### src/rtl/core/akf_pkg.sv
`timescale 1ns / 1ps
// ----------------------------------------------------------------------------
// Altitude Kalman filter package
// Shared constants, types and saturating helpers for the filter core.
// ----------------------------------------------------------------------------
package akf_pkg;

    localparam int WordBits = 32;
    localparam int FracBits = 16;

    typedef logic signed [WordBits-1:0] t_word;

    localparam t_word WordMax = {1'b0, {(WordBits-1){1'b1}}};
    localparam t_word WordMin = {1'b1, {(WordBits-1){1'b0}}};

    localparam logic [1:0] CfgTimeStep  = 2'd0;
    localparam logic [1:0] CfgNoiseH    = 2'd1;
    localparam logic [1:0] CfgNoiseV    = 2'd2;
    localparam logic [1:0] CfgMeasNoise = 2'd3;

    // Arithmetic unit operation codes.
    typedef enum logic [1:0] {
        t_op_none,
        t_op_mul,
        t_op_div
    } t_op;

    typedef enum logic [5:0] {
        S_IDLE,
        S_DT2, S_HDV, S_HA, S_VA, S_VVDT, S_INNER,
        S_PRED, S_DIV0, S_WAIT0, S_DIV1, S_WAIT1,
        S_KY0, S_KY1, S_KHH, S_KHV, S_K1HH, S_K1HV,
        S_OUT
    } t_state;

    function automatic t_word sat_add(input t_word a, input t_word b);
        logic signed [WordBits:0] s;
        s = {a[WordBits-1], a} + {b[WordBits-1], b};
        if (s[WordBits] != s[WordBits-1]) begin
            return s[WordBits] ? WordMin : WordMax;
        end
        return s[WordBits-1:0];
    endfunction

    function automatic t_word sat_sub(input t_word a, input t_word b);
        logic signed [WordBits:0] s;
        s = {a[WordBits-1], a} - {b[WordBits-1], b};
        if (s[WordBits] != s[WordBits-1]) begin
            return s[WordBits] ? WordMin : WordMax;
        end
        return s[WordBits-1:0];
    endfunction

endpackage

### src/rtl/core/akf_arith.sv
`timescale 1ns / 1ps
// ----------------------------------------------------------------------------
// Shared arithmetic unit
// One signed fixed-point multiply (registered) and one restoring
// divider that produces one quotient bit per cycle.
// ----------------------------------------------------------------------------
module akf_arith import akf_pkg::*; (
    input  logic  i_clk,
    input  logic  i_rst_n,
    input  t_op   i_op,
    input  t_word i_a,
    input  t_word i_b,
    output t_word o_res,
    output logic  o_busy
);

    localparam int QBits = WordBits + FracBits;
    localparam int CntBits = $clog2(QBits + 1);

    logic [WordBits-1:0]   mag_a, mag_b;
    logic [2*WordBits-1:0] prod;
    logic [2*WordBits-1:0] prod_sh;
    t_word                 mul_res;

    logic [QBits-1:0]      r_num, n_num;
    logic [QBits-1:0]      r_quo, n_quo;
    logic [WordBits:0]     r_rem, n_rem;
    logic [WordBits-1:0]   r_den, n_den;
    logic                  r_neg, n_neg;
    logic [CntBits-1:0]    r_cnt, n_cnt;
    logic                  r_run, n_run;
    logic                  r_div, n_div;
    t_word                 r_res, n_res;
    logic [WordBits:0]     trial;
    t_word                 div_res;

    function automatic t_word finish(input logic neg, input logic [QBits-1:0] q_hi_free,
                                     input logic hi_nz);
        logic [WordBits-1:0] lo;
        lo = q_hi_free[WordBits-1:0];
        if (neg) begin
            if (hi_nz || lo > {1'b1, {(WordBits-1){1'b0}}}) return WordMin;
            return t_word'(-lo);
        end
        if (hi_nz || lo[WordBits-1]) return WordMax;
        return t_word'(lo);
    endfunction

    assign mag_a   = i_a[WordBits-1] ? -i_a : i_a;
    assign mag_b   = i_b[WordBits-1] ? -i_b : i_b;
    assign prod    = mag_a * mag_b;
    assign prod_sh = prod >> FracBits;
    assign mul_res = finish(i_a[WordBits-1] ^ i_b[WordBits-1],
                            {{FracBits{1'b0}}, prod_sh[WordBits-1:0]},
                            |prod_sh[2*WordBits-1:WordBits]);
    assign trial   = {r_rem[WordBits-1:0], r_num[QBits-1]} - {1'b0, r_den};
    assign div_res = finish(r_neg, r_quo, |r_quo[QBits-1:WordBits]);

    always_comb begin
        n_num = r_num;
        n_quo = r_quo;
        n_rem = r_rem;
        n_den = r_den;
        n_neg = r_neg;
        n_cnt = r_cnt;
        n_run = r_run;
        n_div = r_div;
        n_res = r_res;
        if (r_run) begin
            n_num = r_num << 1;
            if (!trial[WordBits]) begin
                n_rem = trial;
                n_quo = {r_quo[QBits-2:0], 1'b1};
            end else begin
                n_rem = {r_rem[WordBits-1:0], r_num[QBits-1]};
                n_quo = {r_quo[QBits-2:0], 1'b0};
            end
            n_cnt = r_cnt - 1'b1;
            if (r_cnt == CntBits'(1)) begin
                n_run = 1'b0;
            end
        end else if (i_op == t_op_mul) begin
            n_res = mul_res;
            n_div = 1'b0;
        end else if (i_op == t_op_div) begin
            n_num = {mag_a, {FracBits{1'b0}}};
            n_den = mag_b;
            n_neg = i_a[WordBits-1] ^ i_b[WordBits-1];
            n_rem = '0;
            n_quo = '0;
            n_cnt = CntBits'(QBits);
            n_run = 1'b1;
            n_div = 1'b1;
        end
    end

    always_ff @(posedge i_clk) begin
        if (!i_rst_n) begin
            r_run <= 1'b0;
            r_cnt <= '0;
            r_div <= 1'b0;
        end else begin
            r_run <= n_run;
            r_cnt <= n_cnt;
            r_div <= n_div;
        end
        r_num <= n_num;
        r_quo <= n_quo;
        r_rem <= n_rem;
        r_den <= n_den;
        r_neg <= n_neg;
        r_res <= n_res;
    end

    // The result of the most recent operation: the quotient stays visible
    // after a divide until the next multiply replaces it.
    assign o_busy = r_run;
    assign o_res  = r_div ? div_res : r_res;

endmodule

### config.mk
export PLATFORM = sky130hd
export DESIGN_NAME = akf_arith
export DESIGN_NICKNAME = d
export VERILOG_FILES = /design/src/rtl/core/akf_pkg.sv /design/src/rtl/core/akf_arith.sv
export SDC_FILE = /design/constraint.sdc
export NUM_CORES = 2
export LEC_CHECK = 0
export BUFFER_PORTS_ARGS = -buffer_cell sky130_fd_sc_hd__clkbuf_2
export CAP_MARGIN = 20
export CORE_MARGIN = 2
export CORE_UTILIZATION = 45
export CTS_BUF_LIST = sky130_fd_sc_hd__clkbuf_16
export CTS_CLUSTER_SIZE = 14
export DETAILED_ROUTE_END_ITERATION = 6
export GPL_TIMING_DRIVEN = 0
export RECOVER_POWER = 100
export SYNTH_ARGS = -nofsm -noshare
export SYNTH_HDL_FRONTEND = slang
export SYNTH_SLANG_ARGS = --single-unit
### constraint.sdc
create_clock -name i_clk -period 39.4 [get_ports i_clk]
set_clock_uncertainty 0.1 [all_clocks]
set_input_delay 5.91 -clock i_clk [delete_from_list [all_inputs] [get_ports i_clk]]
set_output_delay 5.91 -clock i_clk [all_outputs]
set_load 0.05 [all_outputs]
==> metrics.md <==
| Metric | Value |
|---|---|
| Post-detailed-route DRC marker count | `0` |
| Hold path cells | `2` |
| Metal-1 WL | `66.8 mm` |
| Initial Utilization | `0.453` |
| Congestion Overflow GR | `0` |
| Area grow syn2layout | `6.50%` |
| Clock H-tree levels | `4` |
| Metal3 WL | `17.5 mm` |
| Total track usage | `0.337` |
| Largest net degree at the start of global routing | `67` |
| # IOs | `101` |
| Core Footprint | `0.0997 sq mm` |
| RSZ-0062 raised after global routing | `false` |
| Reg clk slew, reported paths | `0.08 ns` |
| Fin. Hold Viols | `0` |
| Multi-input gate area | `0.0349 sq mm` |
| Chip Width | `321 um` |
| Reg2Reg Launch Point | `o_busy$_SDFF_PN0_` |
| Die Ht | `321 um` |
| Initial DRC Count | `3,888` |
| Yosys Warn Count | `0` |
| Worst Hold End | `r_cnt[1]$_SDFFE_PN0P_` |
| Final setup TNS | `0 ns` |
| Nets | `6,513` |
| Max-Cap Viols | `12` |
| Post-synthesis mux area share | `0.0144` |
| CTS buffer count | `17` |
| Met2 WL post-DR | `74.0 mm` |
| Max-slew violation count | `223` |
| Antenna violations before repair | `13` |
| First-pass GRT wire length | `251 mm` |
| Post-CTS setup buffer count | `0` |
| Deepest clock path buffer count | `2` |
| Port-buffer cells | `96` |
| Post-Syn Instances | `5,097` |
| #FFs+latches synth | `185` |
| Clk_lat worst skew | `0.50 ns` |
| Cell Area, Synth | `0.0451 sq mm` |
| Hold_sp | `r_cnt[1]$_SDFFE_PN0P_` |
| Simple-gate share of the synthesized area | `0.163` |
| Drt first pass iters | `6` |
| Final setup fails | `0` |
| Cell mode on critical path | `fa_1` |
| Highest Clock Rate | `0.0461 GHz` |
| Compound-Gate Fraction of Synth Area | `0.0860` |
| Fin crit share | `0.551` |
| Finished Cell Area | `0.0481 sq mm` |
| # resized after CTS | `0` |
| HP Class | `reg2reg` |
| Status | `finished, violations left` |
| Crit Path Class | `in2reg` |
| Placer Congestion | `1.06` |
| Flop2flop setup slack | `32.55 ns` |
| Worst path arrival time | `21.82 ns` |
| Syn nets | `6,361` |
| CP max FO | `10` |
| Max_slew headroom | `-1.91` |
| Post-synth EDFFs | `177` |
| Routed wire length | `171 mm` |
| Die ar. | `0.103 sq mm` |
| Site Rows | `116` |
| TritonCTS clock tree | `yes` |
| Largest family of logic cells by synthesized area | `adder cells` |
| Crit path capture type | `flip-flop` |
| Post-synth top flop | `edfxtp_1` |
| Register area share after synthesis | `0.121` |
| DP HPWL | `143 mm` |
| Violated checks | `max-capacitance violations, max-slew violations` |
| Avg Vias per Cell | `5.76` |
| Vias | `37,800` |
| Hold_buf cts | `0` |
| Worst R2R End | `r_cnt[4]$_SDFFE_PN0P_` |
| Unique masters post-synth | `93` |
| Post-synth ARST share | `0` |
| DP Area | `0.0478 sq mm` |
| Layout cells sized above 1 | `0.0363` |
| Max Used Layer | `met5` |
| Critical Path Max Stage Delay | `0.78 ns` |
| CP max-delay cell | `o21ai_0` |
| Least-Margin Pin Slew | `4.36 ns` |
| R2R depth | `8` |
| Fillers | `9,703` |
| Drt wl/cell | `26.0 um` |
| Antenna-violating nets left | `0` |
| Synth Area in XOR/XNOR | `0.0310` |
| Period minus WS final | `21.70 ns` |
| # clock sinks | `185` |
| Adder-Cell Fraction of Synth Area | `0.481` |
| Sequential Area | `0.00548 sq mm` |
| Root Buffer | `clkbuf_16` |
| Mean Syn Cell Area | `8.86 sq um` |
| Vias in the first global route | `38,122` |
| Crit start category | `input pin` |
| Worst Path Required | `39.52 ns` |
[cell families (layout without fill, tap and decap cells)]
kind of cell,Yosys count,after routing
simple gates,1683,1683
xor+xnor,159,159
mux,61,61
compound gates,564,564
fa+ha+maj,1196,1196
other cells,0,3
buf+inv,1249,1414
flops,185,185
[flip-flops by register name, summed over array words and instances (netlist names)]
register  count
r_quo        48
r_num        32
o_busy        1
r_den        32
r_res        32
r_rem        32
r_neg         1
r_div         1
r_cnt         6
[cell usage after synthesis (11+ instances only)]
| cell type | n | area [sq um] |
|---|---|---|
| or4_1 | 15 | 113 |
| fa_1 | 896 | 17900 |
| clkbuf_1 | 234 | 878 |
| nand2b_1 | 20 | 125 |
| xor2_1 | 70 | 613 |
| nor3_1 | 56 | 280 |
| o21ai_0 | 98 | 490 |
| nand4_1 | 38 | 238 |
| o211ai_1 | 22 | 165 |
| nor2_1 | 742 | 2790 |
| o21a_1 | 33 | 248 |
| nor2b_1 | 44 | 275 |
| ha_1 | 300 | 3750 |
| and2_1 | 61 | 382 |
| o41ai_1 | 16 | 140 |
| a21oi_1 | 151 | 756 |
| edfxtp_1 | 177 | 5320 |
| xnor2_1 | 88 | 771 |
| o31ai_1 | 18 | 135 |
| and3_1 | 34 | 213 |
| o22a_1 | 15 | 131 |
| o21bai_1 | 12 | 90.1 |
| a31oi_1 | 33 | 206 |
| a211oi_1 | 18 | 135 |
| mux2_2 | 28 | 315 |
| or3_1 | 37 | 231 |
| nor4_1 | 24 | 150 |
| nand3_1 | 19 | 95.1 |
| a221oi_1 | 13 | 114 |
| mux2i_1 | 32 | 320 |
| clkinv_1 | 11 | 41.3 |
| a21o_1 | 47 | 353 |
| nand2_1 | 548 | 2060 |
| inv_1 | 996 | 3740 |
[stage by stage]
step           hold WS (ns)  std cells   util  worst slack, ns
2_1_floorplan         0.394       5097      -            21.91
3_3_place_gp          0.416       6491  0.474            18.40
3_5_place_dp          0.425       6524  0.480            18.38
4_1_cts               0.436       6556  0.486            18.92
5_1_grt               0.471       6561  0.482            17.40
6_report              0.437       6563  0.482            17.70
[routing by layer]
layer / GRT usage / vias to the layer above
li1: - / 16193
met1: 0.449 / 19200
met2: 0.502 / 1955
met3: 0.0787 / 440
met4: 0.203 / 12
met5: 0 / -
[worst max-delay path, delay by kind of cell]
family | cells | cell delay, ns
XOR/XNOR | 1 | 0.40
AO/OA/AOI/OAI | 5 | 2.40
AND/OR/NAND/NOR | 16 | 4.85
buffers and inverters | 10 | 3.34
adder cells (fa/ha/maj) | 10 | 4.88
[area by class of cell]
class                   instances  share of cell area
flip-flops and latches        185               0.114
multi-input cells            3663               0.726
clock buffers                  17             0.00885
plain buffers                 241              0.0188
diodes                          3            0.000156
clock inverters                15             0.00385
repair buffers                133              0.0163
inverters                    1008              0.0787
well taps                    1298              0.0338
[layout by cell type (no fill, tap or decap), types with 15 or more instances in the layout]
cell type and count:
o22a_1 15, and3_1 34, nor4_1 24, o31ai_1 18
and2_0 35, mux2_2 28, a211oi_1 18, nand4_1 38
o41ai_1 16, nand2_1 548, clkbuf_16 17, xor2_1 66
inv_1 995, nand3_1 19, clkbuf_1 288, or4_1 15
a21o_1 47, mux2i_1 33, ha_1 300, nor2_1 742
edfxtp_1 177, o211ai_1 22, a31oi_1 33, o21a_1 33
a21oi_1 151, fa_1 896, clkbuf_2 60, nand2b_1 20
nor2b_1 44, o21ai_0 99, nor3_1 56, or3_1 37
xnor2_1 84, and2_1 27
[worst max-delay path by stage]
stage,from,endpoint,slack (ns),depth (start not counted)
after global routing,i_a[0],r_res[9]$_DFFE_PP_,17.40,42
after global placement,i_a[0],r_res[9]$_DFFE_PP_,18.40,40
after detailed placement,i_a[0],r_res[9]$_DFFE_PP_,18.38,40
final,i_a[0],r_res[9]$_DFFE_PP_,17.70,42
after floorplan,i_a[0],r_res[10]$_DFFE_PP_,21.91,41
after CTS,i_a[0],r_res[9]$_DFFE_PP_,18.92,40
Power is not shown: default switching activity piles up to over one toggle a cycle in this logic, so the estimate is an artifact.
